--- src/hw/rtl/cla_pkg.sv ---
// ----------------------------------------------------------------------------
// cla_pkg
// Shared types and constants for the console line assembler.
// ----------------------------------------------------------------------------
package cla_pkg;

    localparam int LINE_DEPTH_DEFAULT = 32;

    localparam int BYTE_W  = 8;
    localparam int CHAR_W  = 7;
    localparam int LIMIT_W = 6;

    localparam logic [LIMIT_W-1:0] LIMIT_RESET = 6'd32;

    localparam logic [CHAR_W-1:0] CH_NUL = 7'h00;
    localparam logic [CHAR_W-1:0] CH_BS  = 7'h08;
    localparam logic [CHAR_W-1:0] CH_LF  = 7'h0A;
    localparam logic [CHAR_W-1:0] CH_CR  = 7'h0D;
    localparam logic [CHAR_W-1:0] CH_DEL = 7'h7F;

    localparam logic DEST_ECHO = 1'b0;
    localparam logic DEST_LINE = 1'b1;

    // what an accepted byte does
    typedef enum logic [2:0] {
        KIND_ERASE,
        KIND_CR,
        KIND_LF_SWALLOW,
        KIND_LF,
        KIND_STORE,
        KIND_CUT
    } kind_t;

    typedef enum logic [2:0] {
        ST_IDLE,
        ST_ECHO,
        ST_ECHO_LF,
        ST_EMPTY,
        ST_MEM,
        ST_TERM
    } state_t;

    typedef enum logic [2:0] {
        SEL_CHAR,
        SEL_LF_ECHO,
        SEL_LF_LINE,
        SEL_MEM,
        SEL_TERM
    } out_sel_t;

    typedef struct packed {
        logic     accept;
        logic     load;
        out_sel_t sel;
        logic     last;
        logic     rd_adv;
    } cmd_t;

    typedef struct packed {
        kind_t kind;
        logic  out_free;
        logic  line_empty;
        logic  rd_last;
    } status_t;

endpackage

--- src/hw/rtl/console_line_assembler.sv ---
// ----------------------------------------------------------------------------
// console_line_assembler
// Serial console line discipline: echo, erase, line end and line delivery.
// ----------------------------------------------------------------------------
// After a byte is accepted the sequencer enters its echo step, which loads
//   the output register when it is free. Each byte gives N results (0 to
//   LINE_DEPTH+3), moved one a cycle while the output is free; a swallowed
//   LF gives none. No new byte is taken until the last result is loaded.
// Reset: synchronous, active low; clears fill count, previous character,
//   sequencer and output valid, and sets the limit to 32. Line store is
//   not cleared.
module console_line_assembler #(
    parameter int LINE_DEPTH = cla_pkg::LINE_DEPTH_DEFAULT
) (
    input  logic                        aclk,
    input  logic                        aresetn,
    input  logic                        s_tvalid,
    output logic                        s_tready,
    input  logic [cla_pkg::BYTE_W-1:0]  s_tdata,   // [7:0] received_byte
    output logic                        m_tvalid,
    input  logic                        m_tready,
    output logic [cla_pkg::BYTE_W-1:0]  m_tdata,   // [6:0] data_byte, [7] zero
    output logic                        m_tuser,   // [0] destination
    output logic                        m_tlast,
    input  logic                        cfg_wr_en,
    input  logic [cla_pkg::LIMIT_W-1:0] cfg_wr_data // line_limit
);

    cla_pkg::cmd_t    cmd;
    cla_pkg::status_t status;

    cla_ctrl u_ctrl (
        .aclk     (aclk),
        .aresetn  (aresetn),
        .s_tvalid (s_tvalid),
        .s_tready (s_tready),
        .status   (status),
        .cmd      (cmd)
    );

    cla_datapath #(
        .LINE_DEPTH (LINE_DEPTH)
    ) u_datapath (
        .aclk        (aclk),
        .aresetn     (aresetn),
        .cmd         (cmd),
        .status      (status),
        .s_tdata     (s_tdata),
        .cfg_wr_en   (cfg_wr_en),
        .cfg_wr_data (cfg_wr_data),
        .m_tvalid    (m_tvalid),
        .m_tready    (m_tready),
        .m_tdata     (m_tdata),
        .m_tuser     (m_tuser),
        .m_tlast     (m_tlast)
    );

`ifndef SYNTH
    // one request at a time; a swallowed LF leaves the sequencer idle
    a_one_at_a_time: assert property (@(posedge aclk) disable iff (!aresetn)
        s_tvalid && s_tready && status.kind != cla_pkg::KIND_LF_SWALLOW
        |=> !s_tready)
        else $error("request accepted back to back");

    // no new request while a result sequence is still under way
    a_busy_mid_sequence: assert property (@(posedge aclk) disable iff (!aresetn)
        m_tvalid && !m_tlast |-> !s_tready)
        else $error("request accepted in mid sequence");

    // a line always ends with its zero terminator
    a_line_terminated: assert property (@(posedge aclk) disable iff (!aresetn)
        m_tvalid && m_tlast && m_tuser |-> m_tdata == '0)
        else $error("completed line not terminated by zero");
`endif

endmodule

--- src/hw/rtl/cla_ctrl.sv ---
// ----------------------------------------------------------------------------
// cla_ctrl
// Sequencer: takes one byte, then steps through its echo and line results.
// ----------------------------------------------------------------------------
module cla_ctrl (
    input  logic              aclk,
    input  logic              aresetn,
    input  logic              s_tvalid,
    output logic              s_tready,
    input  cla_pkg::status_t  status,
    output cla_pkg::cmd_t     cmd
);

    cla_pkg::state_t state_reg, state_next;
    cla_pkg::kind_t  kind_reg, kind_next;

    always_ff @(posedge aclk) begin
        if (!aresetn) begin
            state_reg <= cla_pkg::ST_IDLE;
            kind_reg  <= cla_pkg::KIND_ERASE;
        end else begin
            state_reg <= state_next;
            kind_reg  <= kind_next;
        end
    end

    cla_pkg::state_t line_entry;

    always_comb begin
        if (!status.line_empty) begin
            line_entry = cla_pkg::ST_MEM;
        end else if (kind_reg == cla_pkg::KIND_CUT) begin
            line_entry = cla_pkg::ST_TERM;
        end else begin
            line_entry = cla_pkg::ST_EMPTY;
        end
    end

    always_comb begin
        state_next = state_reg;
        kind_next  = kind_reg;
        s_tready   = 1'b0;
        cmd        = '{accept: 1'b0, load: 1'b0, sel: cla_pkg::SEL_CHAR,
                       last: 1'b0, rd_adv: 1'b0};
        case (state_reg)
            cla_pkg::ST_IDLE: begin
                s_tready = 1'b1;
                if (s_tvalid) begin
                    cmd.accept = 1'b1;
                    kind_next  = status.kind;
                    if (status.kind != cla_pkg::KIND_LF_SWALLOW) begin
                        state_next = cla_pkg::ST_ECHO;
                    end
                end
            end
            cla_pkg::ST_ECHO: begin
                // LF byte echoes itself here, so LF and CR share this step
                if (status.out_free) begin
                    cmd.load = 1'b1;
                    cmd.sel  = cla_pkg::SEL_CHAR;
                    case (kind_reg)
                        cla_pkg::KIND_ERASE,
                        cla_pkg::KIND_STORE: begin
                            cmd.last   = 1'b1;
                            state_next = cla_pkg::ST_IDLE;
                        end
                        cla_pkg::KIND_CR: begin
                            state_next = cla_pkg::ST_ECHO_LF;
                        end
                        cla_pkg::KIND_LF,
                        cla_pkg::KIND_CUT: begin
                            state_next = line_entry;
                        end
                        default: begin
                            cmd.last   = 1'b1;
                            state_next = cla_pkg::ST_IDLE;
                        end
                    endcase
                end
            end
            cla_pkg::ST_ECHO_LF: begin
                if (status.out_free) begin
                    cmd.load   = 1'b1;
                    cmd.sel    = cla_pkg::SEL_LF_ECHO;
                    state_next = line_entry;
                end
            end
            cla_pkg::ST_EMPTY: begin
                if (status.out_free) begin
                    cmd.load   = 1'b1;
                    cmd.sel    = cla_pkg::SEL_LF_LINE;
                    state_next = cla_pkg::ST_TERM;
                end
            end
            cla_pkg::ST_MEM: begin
                if (status.out_free) begin
                    cmd.load   = 1'b1;
                    cmd.sel    = cla_pkg::SEL_MEM;
                    cmd.rd_adv = !status.rd_last;
                    if (status.rd_last) begin
                        state_next = cla_pkg::ST_TERM;
                    end
                end
            end
            cla_pkg::ST_TERM: begin
                if (status.out_free) begin
                    cmd.load   = 1'b1;
                    cmd.sel    = cla_pkg::SEL_TERM;
                    cmd.last   = 1'b1;
                    state_next = cla_pkg::ST_IDLE;
                end
            end
            default: begin
                state_next = cla_pkg::ST_IDLE;
            end
        endcase
    end

endmodule

--- src/hw/rtl/cla_datapath.sv ---
// ----------------------------------------------------------------------------
// cla_datapath
// Line store, fill count, limit register, byte decode and output register.
// ----------------------------------------------------------------------------
module cla_datapath #(
    parameter int LINE_DEPTH = cla_pkg::LINE_DEPTH_DEFAULT
) (
    input  logic                        aclk,
    input  logic                        aresetn,
    input  cla_pkg::cmd_t               cmd,
    output cla_pkg::status_t            status,
    input  logic [cla_pkg::BYTE_W-1:0]  s_tdata,
    input  logic                        cfg_wr_en,
    input  logic [cla_pkg::LIMIT_W-1:0] cfg_wr_data,
    output logic                        m_tvalid,
    input  logic                        m_tready,
    output logic [cla_pkg::BYTE_W-1:0]  m_tdata,
    output logic                        m_tuser,
    output logic                        m_tlast
);

    localparam int AW = $clog2(LINE_DEPTH);
    localparam int FW = $clog2(LINE_DEPTH + 1);
    localparam logic [cla_pkg::LIMIT_W-1:0] DEPTH_LIM = cla_pkg::LIMIT_W'(LINE_DEPTH);

    logic [cla_pkg::LIMIT_W-1:0] limit_reg;
    logic [FW-1:0]               fill_reg, fill_next;
    logic [FW-1:0]               len_reg, len_next;
    logic [cla_pkg::CHAR_W-1:0]  prev_reg, prev_next;
    logic [cla_pkg::CHAR_W-1:0]  char_reg;
    logic [AW-1:0]               rd_idx_reg, rd_idx_next;
    logic [cla_pkg::CHAR_W-1:0]  rdata_reg;
    logic [cla_pkg::CHAR_W-1:0]  mem [LINE_DEPTH];

    logic                        out_valid_reg;
    logic                        out_dest_reg;
    logic [cla_pkg::CHAR_W-1:0]  out_data_reg;
    logic                        out_last_reg;

    logic [cla_pkg::CHAR_W-1:0]  c;
    logic [cla_pkg::LIMIT_W-1:0] lim;
    cla_pkg::kind_t              kind;

    assign c = s_tdata[cla_pkg::CHAR_W-1:0];

    always_comb begin
        if (limit_reg == '0) begin
            lim = cla_pkg::LIMIT_W'(1);
        end else if (limit_reg > DEPTH_LIM) begin
            lim = DEPTH_LIM;
        end else begin
            lim = limit_reg;
        end
    end

    always_comb begin
        if (c == cla_pkg::CH_BS || c == cla_pkg::CH_DEL) begin
            kind = cla_pkg::KIND_ERASE;
        end else if (c == cla_pkg::CH_CR) begin
            kind = cla_pkg::KIND_CR;
        end else if (c == cla_pkg::CH_LF) begin
            kind = (prev_reg == cla_pkg::CH_CR) ? cla_pkg::KIND_LF_SWALLOW
                                                : cla_pkg::KIND_LF;
        end else if (cla_pkg::LIMIT_W'(fill_reg) < lim) begin
            kind = cla_pkg::KIND_STORE;
        end else begin
            kind = cla_pkg::KIND_CUT;
        end
    end

    always_ff @(posedge aclk) begin
        if (!aresetn) begin
            limit_reg <= cla_pkg::LIMIT_RESET;
        end else if (cfg_wr_en) begin
            limit_reg <= cfg_wr_data;
        end
    end

    always_comb begin
        fill_next = fill_reg;
        len_next  = len_reg;
        prev_next = prev_reg;
        if (cmd.accept) begin
            case (kind)
                cla_pkg::KIND_ERASE: begin
                    if (fill_reg != '0) begin
                        fill_next = fill_reg - FW'(1);
                    end
                end
                cla_pkg::KIND_CR: begin
                    len_next  = fill_reg;
                    fill_next = '0;
                    prev_next = cla_pkg::CH_CR;
                end
                cla_pkg::KIND_LF_SWALLOW: begin
                    prev_next = cla_pkg::CH_NUL;
                end
                cla_pkg::KIND_LF: begin
                    len_next  = fill_reg;
                    fill_next = '0;
                end
                cla_pkg::KIND_STORE: begin
                    fill_next = fill_reg + FW'(1);
                    prev_next = c;
                end
                cla_pkg::KIND_CUT: begin
                    // last stored character gives way to the terminator
                    len_next  = fill_reg - FW'(1);
                    fill_next = '0;
                    prev_next = c;
                end
                default: begin
                    fill_next = fill_reg;
                end
            endcase
        end
    end

    // read address runs one step ahead so rdata_reg tracks rd_idx_reg
    always_comb begin
        if (cmd.accept) begin
            rd_idx_next = '0;
        end else if (cmd.rd_adv) begin
            rd_idx_next = rd_idx_reg + AW'(1);
        end else begin
            rd_idx_next = rd_idx_reg;
        end
    end

    always_ff @(posedge aclk) begin
        if (!aresetn) begin
            fill_reg   <= '0;
            len_reg    <= '0;
            prev_reg   <= cla_pkg::CH_NUL;
            rd_idx_reg <= '0;
        end else begin
            fill_reg   <= fill_next;
            len_reg    <= len_next;
            prev_reg   <= prev_next;
            rd_idx_reg <= rd_idx_next;
        end
    end

    always_ff @(posedge aclk) begin
        if (cmd.accept) begin
            char_reg <= c;
        end
    end

    always_ff @(posedge aclk) begin
        if (cmd.accept && kind == cla_pkg::KIND_STORE) begin
            mem[fill_reg[AW-1:0]] <= c;
        end
    end

    always_ff @(posedge aclk) begin
        rdata_reg <= mem[rd_idx_next];
    end

    // output register
    logic                       sel_dest;
    logic [cla_pkg::CHAR_W-1:0] sel_data;

    always_comb begin
        case (cmd.sel)
            cla_pkg::SEL_CHAR: begin
                sel_dest = cla_pkg::DEST_ECHO;
                sel_data = char_reg;
            end
            cla_pkg::SEL_LF_ECHO: begin
                sel_dest = cla_pkg::DEST_ECHO;
                sel_data = cla_pkg::CH_LF;
            end
            cla_pkg::SEL_LF_LINE: begin
                sel_dest = cla_pkg::DEST_LINE;
                sel_data = cla_pkg::CH_LF;
            end
            cla_pkg::SEL_MEM: begin
                sel_dest = cla_pkg::DEST_LINE;
                sel_data = rdata_reg;
            end
            default: begin
                sel_dest = cla_pkg::DEST_LINE;
                sel_data = cla_pkg::CH_NUL;
            end
        endcase
    end

    always_ff @(posedge aclk) begin
        if (!aresetn) begin
            out_valid_reg <= 1'b0;
        end else if (cmd.load) begin
            out_valid_reg <= 1'b1;
        end else if (m_tready) begin
            out_valid_reg <= 1'b0;
        end
    end

    always_ff @(posedge aclk) begin
        if (cmd.load) begin
            out_dest_reg <= sel_dest;
            out_data_reg <= sel_data;
            out_last_reg <= cmd.last;
        end
    end

    assign m_tvalid = out_valid_reg;
    assign m_tdata  = {1'b0, out_data_reg};
    assign m_tuser  = out_dest_reg;
    assign m_tlast  = out_last_reg;

    assign status.kind       = kind;
    assign status.out_free   = !out_valid_reg || m_tready;
    assign status.line_empty = (len_reg == '0);
    assign status.rd_last    = (FW'(rd_idx_reg) == len_reg - FW'(1));

endmodule
--- config.mk ---
export PLATFORM = sky130hd
export DESIGN_NAME = console_line_assembler
export DESIGN_NICKNAME = d
export VERILOG_FILES = /design/src/hw/rtl/cla_pkg.sv /design/src/hw/rtl/console_line_assembler.sv /design/src/hw/rtl/cla_ctrl.sv /design/src/hw/rtl/cla_datapath.sv
export SDC_FILE = /design/constraint.sdc
export NUM_CORES = 1
export LEC_CHECK = 0
export ABC_CLOCK_PERIOD_IN_PS = 8600
export BUFFER_PORTS_ARGS = -buffer_cell sky130_fd_sc_hd__buf_2
export CORE_UTILIZATION = 45
export CTS_BUF_LIST = sky130_fd_sc_hd__clkbuf_8
export CTS_CLUSTER_SIZE = 20
export DETAILED_ROUTE_END_ITERATION = 7
export SLEW_MARGIN = 30
export SYNTH_ARGS = -nofsm -noshare
export SYNTH_HDL_FRONTEND = slang
export SYNTH_HIERARCHICAL = 1
export SYNTH_SLANG_ARGS = --single-unit
export TNS_END_PERCENT = 50
--- constraint.sdc ---
create_clock -name aclk -period 8.6 [get_ports aclk]
set_input_delay 1.29 -clock aclk [delete_from_list [all_inputs] [get_ports aclk]]
set_output_delay 1.29 -clock aclk [all_outputs]
set_load 0.03 [all_outputs]
==> impl_metrics.yaml, run 1 <==
run:
  maxCapViolCount: 0
clock_tree:
  numCtsBuffers: 46
  clkTransAtPathRegs_ps: 60
  cts.path.max_buffers: 3
  clk_latency_ps: 550
  htreeDepth: 2
  cts_tree: "built"
  hold_buffers: 0
  cts_resized: 0
  root_buffer: "clkbuf_8"
  cts_sinks: 284
  post-cts-setup-buffers: 0
yosys:
  synth_top_area_share: 0.578
  synth_ff_type: "edfxtp_1"
  synthCells: 987
  netlist_area_um2: 12500
  ys_warn_count: 6
  seq_area_frac_synth: 0.648
  synth.distinct_cells: 80
  async_reset_ff_frac: 0
  avgSynthCellArea_um2: 12.6
  synth_area_leaders: "edfxtp_1 58%, dfxtp_1 7.1%, nand2_1 3.8%"
  synth_edf_count: 240
  ys_ff_latch: 284
  synth_nets: 1019
  yosys.area.top_type: "edfxtp_1"
placed_design:
  numPortBuffers: 28
  dp_hpwl_um: 17700
  gp_congestion: 0.835
critical_path:
  endpoint_kind: "flip-flop"
  r2r_slack_ps: 3980
  worstPathMaxFanout: 37
  path_class: "in -> reg"
  worst_setup_path_start_kind: "primary input"
  required_ps: 8760
  critPathArrivalTime_ps: 4820
sta:
  slew_violations: 0
  post-route-period-util: 0.541
  grt_setup_unrepaired: "false"
  fin_crit_ps: 4660
  timing.slew.headroom: 0.392
  setup_viol: 0
  fin_tns_setup_ps: 0
  finClkSkew_ps: 23.0
  worst_pin_slew_ps: 909
  fmax_ghz: 0.215
  hold_viol_final: 0
power:
  netSwitchingPower_uw: 893
  clockPowerShare: 0.323
  finalPower_uw: 3130
  leakagePower_uw: 0.00464
  power_frac_seq: 0.511
  internal-power_uw: 2230
  p_sw_frac: 0.286
  ir_drop_mv: 0.116
  combPwrFrac: 0.166
  powerDensity_nw_per_um2: 228
detailed_routing:
  drt_wl_total_um: 29400
  via_count: 8150
  ant_nets: 0
  drt_iter0_markers: 736
  post_drt_wl_per_cell_um: 20.6
  viasPerCell: 5.71
  dr.pass1.iters: 5
  drc: 0
die:
  num_rows: 60
  die_h_um: 169
  die-area_um2: 28400
  ios: 31
  die_x_um: 169
  core-area_um2: 27100
  start_util: 0.460
final_layout:
  final_core_util: 0.506
  largest_reg_flops: 224
  mostFrequentLayoutCell: "edfxtp_1"
  n_antenna_cell: 0
  final_cell_mix: "240 x edfxtp_1, 125 x nand2_1, 74 x nor2_1"
  drive_gt1_frac: 0.136
  area_growth_pct: 9.89
  fin_nets: 1055
  fill_cells: 2404
global_routing:
  antenna_found_initial: 0
  grt_pass1_wl_um: 45500
  grt_max_degree: 53
  grt-ovfl-total: 0
  grt_pass1_vias: 7842
  grt_usage: 0.212
worst_hold_path:
  hold_class: "reg -> reg"
outcome:
  outcome: "finished, final reports clean"
## cell families (layout without fill, tap and decap cells)
| family | after synthesis | in the layout | share of synthesized area |
|---|---|---|---|
| flops | 284 | 284 | 0.648 |
| mux | 32 | 32 | 0.0363 |
| simple gates | 339 | 339 | 0.133 |
| compound gates | 224 | 224 | 0.125 |
| buf+inv | 77 | 145 | 0.0303 |
| xor+xnor | 17 | 17 | 0.0140 |
| fa+ha+maj | 13 | 13 | 0.0130 |
| other cells | 1 | 1 | 0.000300 |
## power groups by stage
stage | sequential (uW) | clock (uW) | combinational (uW)
2_1_floorplan | 1640 | 0 | 356
3_5_place_dp | 1630 | 0 | 517
5_1_grt | 1610 | 1090 | 569
6_report | 1600 | 1010 | 519
4_1_cts | 1600 | 1030 | 518
3_3_place_gp | 1630 | 0 | 511
## cell usage after synthesis (3+ instances only)
cell type  number
nor3b_1         4
edfxtp_1      240
mux2i_1        18
nand4_2         4
nor4_1          7
o21ai_0        47
xor2_1          8
a21bo_2         3
xnor2_1         7
o221ai_1       14
nor2b_1         5
clkbuf_1       18
mux2_2          3
mux4_2         10
inv_1          19
a31oi_1        14
and3_1         19
a31o_1          7
a311oi_1       11
buf_4           5
a22oi_1        12
nand3_1        21
and2_1          4
o21a_1          5
nand3b_1        6
o211ai_1       22
nor2_1         74
nand4_1        11
or3_1          13
o221a_2         3
nor3_1         23
buf_2          26
o21ai_1         8
ha_1           13
nand2_1       125
dfxtp_1        44
a21oi_1        41
nand2b_1        7
a221oi_1        7
a211oi_1        8
## critical path, cell delays in order
cell and delay (ps):
buf_2 610, nor3_2 150, nand4_2 170, inv_2 70, a2111oi_4 440, a21o_1 470, nand4_1 640, nor2_1 940
## final cells by class
class                      count  area, um^2  share of cell area
multi-input combinational    626        4030               0.294
clock buffer                  47         647              0.0472
tap                          372         465              0.0339
sequential                   284        8090               0.590
timing repair buffer          43         253              0.0184
clock inverter                33         145              0.0106
inverter                      22        82.6             0.00602
## metal layers
metal,part of all wire,track usage
met4,0.027,0.0755
met3,0.062,0.0372
met2,0.46,0.330
met5,0,0
met1,0.45,0.301
## stage by stage
step	instances	worst slack [ps]	hold WS (ps)	instance area [um^2]
final	1427	3940	468	13700
after global routing	1427	3570	507	13700
after CTS	1427	4030	466	13700
after detailed placement	1347	3560	453	12900
after global placement	1347	3520	446	12900
after floorplan	987	4820	435	12500
## worst paths after layout
path,from,to,cells after the start
worst max-delay path,s_tdata[5],u_datapath/mem[28][2],8
worst min-delay path,u_datapath/prev_reg[1],u_datapath/prev_reg[1],2
worst max register to register,u_datapath/len_reg[0],u_datapath/rdata_reg[3],16
worst min register to register,u_datapath/prev_reg[1],u_datapath/prev_reg[1],2
Power figures use the tool's default switching activity.
==> run 2: changes to the inputs <==
--- a/config.mk
+++ b/config.mk
@@ -5,7 +5,7 @@
 export SDC_FILE = /design/constraint.sdc
 export NUM_CORES = 1
 export LEC_CHECK = 0
-export ABC_CLOCK_PERIOD_IN_PS = 8600
+export ABC_CLOCK_PERIOD_IN_PS = 4100
 export BUFFER_PORTS_ARGS = -buffer_cell sky130_fd_sc_hd__buf_2
 export CORE_UTILIZATION = 45
 export CTS_BUF_LIST = sky130_fd_sc_hd__clkbuf_8
==> constraint.sdc (replaced) <==
create_clock -name aclk -period 4.1 [get_ports aclk]
set_input_delay 0.615 -clock aclk [delete_from_list [all_inputs] [get_ports aclk]]
set_output_delay 0.615 -clock aclk [all_outputs]
set_load 0.03 [all_outputs]
==> run 2 against run 1 <==
Sequential power increased by 110%. Sequential cell count unchanged. Total power increased by 110%. Cell area increased by 3.4%.
==> impl_metrics.yaml, run 2 (synthesis results as in run 1) <==
global_routing:
  grt_max_degree: 36
  antenna_found_initial: 2
  grt_pass1_vias: 8080
  grt_usage: 0.222
  grt_pass1_wl_um: 47500
  grt-ovfl-total: 0
power:
  ir_drop_mv: 0.192
  powerDensity_nw_per_um2: 472
  leakagePower_uw: 0.00490
critical_path:
  crit_top_cell: "a21oi_1"
  path_cells: "inv_1, ha_1, nand3_1, o21ai_0, nor2_1, a21oi_1, a21oi_1, nor3_1, nor4_2, buf_4, mux2_2, a22oi_1, a221oi_1, a31o_1, a211oi_1, o221ai_1"
  cp_slowest_stage_delay_ps: 510
  worst_setup_path_start_kind: "flip-flop"
  cp_slowest_cell: "mux2_2"
  required_ps: 4530
  critPathArrivalTime_ps: 4190
  endpoint_kind: "flip-flop"
  worstPathMaxFanout: 14
  path_class: "reg -> reg"
die:
  die-area_um2: 28400
  die_h_um: 169
  start_util: 0.460
  core-area_um2: 27100
  num_rows: 60
  ios: 31
  die_x_um: 169
sta:
  worst_pin_slew_ps: 811
  fin_tns_setup_ps: 0
  fmax_ghz: 0.266
  worst_hold_slack_ps: 274
  fin_crit_ps: 3760
  timing.slew.headroom: 0.458
  setup_viol: 0
  post-route-period-util: 0.917
  slew_violations: 0
  grt_setup_unrepaired: "false"
  finClkSkew_ps: 33.2
  hold_viol_final: 0
clock_tree:
  clkTransAtPathRegs_ps: 60
  cts_sinks: 284
  root_buffer: "clkbuf_8"
  cts_tree: "built"
  hold_buffers: 0
  numCtsBuffers: 46
  clk_latency_ps: 580
  cts.path.max_buffers: 3
  htreeDepth: 2
  post-cts-setup-buffers: 0
  cts_resized: 0
final_layout:
  area_growth_pct: 13.6
  final_core_util: 0.523
  mostFrequentLayoutCell: "edfxtp_1"
  final_cell_mix: "240 x edfxtp_1, 124 x nand2_1, 74 x nor2_1"
  largest_reg_flops: 224
  stdcell_count: 1476
  n_antenna_cell: 0
  drive_gt1_frac: 0.181
  fin_area_um2: 14200
  fin_nets: 1103
run:
  maxCapViolCount: 0
detailed_routing:
  drt_iter0_markers: 640
  dr.pass1.iters: 5
  viasPerCell: 5.62
  via_count: 8289
  ant_nets: 0
  post_drt_wl_per_cell_um: 20.9
  drc: 0
  drt_wl_total_um: 30800
placed_design:
  post_dp_cell_area_um2: 13300
  numPortBuffers: 28
  dp_hpwl_um: 20200
  placed_cells: 1395
  gp_congestion: 0.824
worst_hold_path:
  hold_class: "in -> reg"
outcome:
  outcome: "finished, final reports clean"
run 2: power breakdown:
| group | leakage (uW) | switching, uW | internal (uW) |
|---|---|---|---|
| sequential | 0.00253 | 86.2 | 3270 |
| clock | 0.000474 | 1090 | 1120 |
| combinational | 0.00190 | 741 | 391 |
| total | 0.00490 | 1920 | 4780 |
run 2: stage by stage:
step	total power [uW]	setup WS [ps]
finish	6700	339
global route	6990	120
CTS	6750	177
detailed placement	4540	174
global placement	4530	162
floorplan	4180	991
run 2: worst max-delay path: cells and delay by family, from the launching register on:
kind / cells / cell delay (ps)
flip-flops: 1 / 410
multiplexers: 1 / 510
adder cells (fa/ha/maj): 1 / 250
AO/OA/AOI/OAI: 8 / 1570
buffers and inverters: 2 / 370
AND/OR/NAND/NOR: 4 / 520
run 2: per-layer routing:
metal	track usage	wire length, um
met5	0	10
met4	0.0688	653
met3	0.0327	1480
met2	0.366	14700
met1	0.303	14000
run 2: path summary, 6_finish.rpt:
check	to	startpoint	cells past startpoint	slack, ps
max reg2reg	u_datapath/rdata_reg[1]	u_datapath/len_reg[0]	16	340
min	u_datapath/limit_reg[5]	cfg_wr_data[5]	3	270
min reg2reg	u_datapath/prev_reg[5]	u_datapath/prev_reg[5]	2	460
max	u_datapath/rdata_reg[1]	u_datapath/len_reg[0]	16	340
run 2: cell type report:
cell class	count	area, um^2
Multi-Input combinational cell	626	4050
Timing Repair Buffer	91	676
Clock buffer	46	633
Inverter	22	82.6
Fill cell	2353	12900
Sequential cell	284	8090
Tap cell	372	465
Clock inverter	35	186
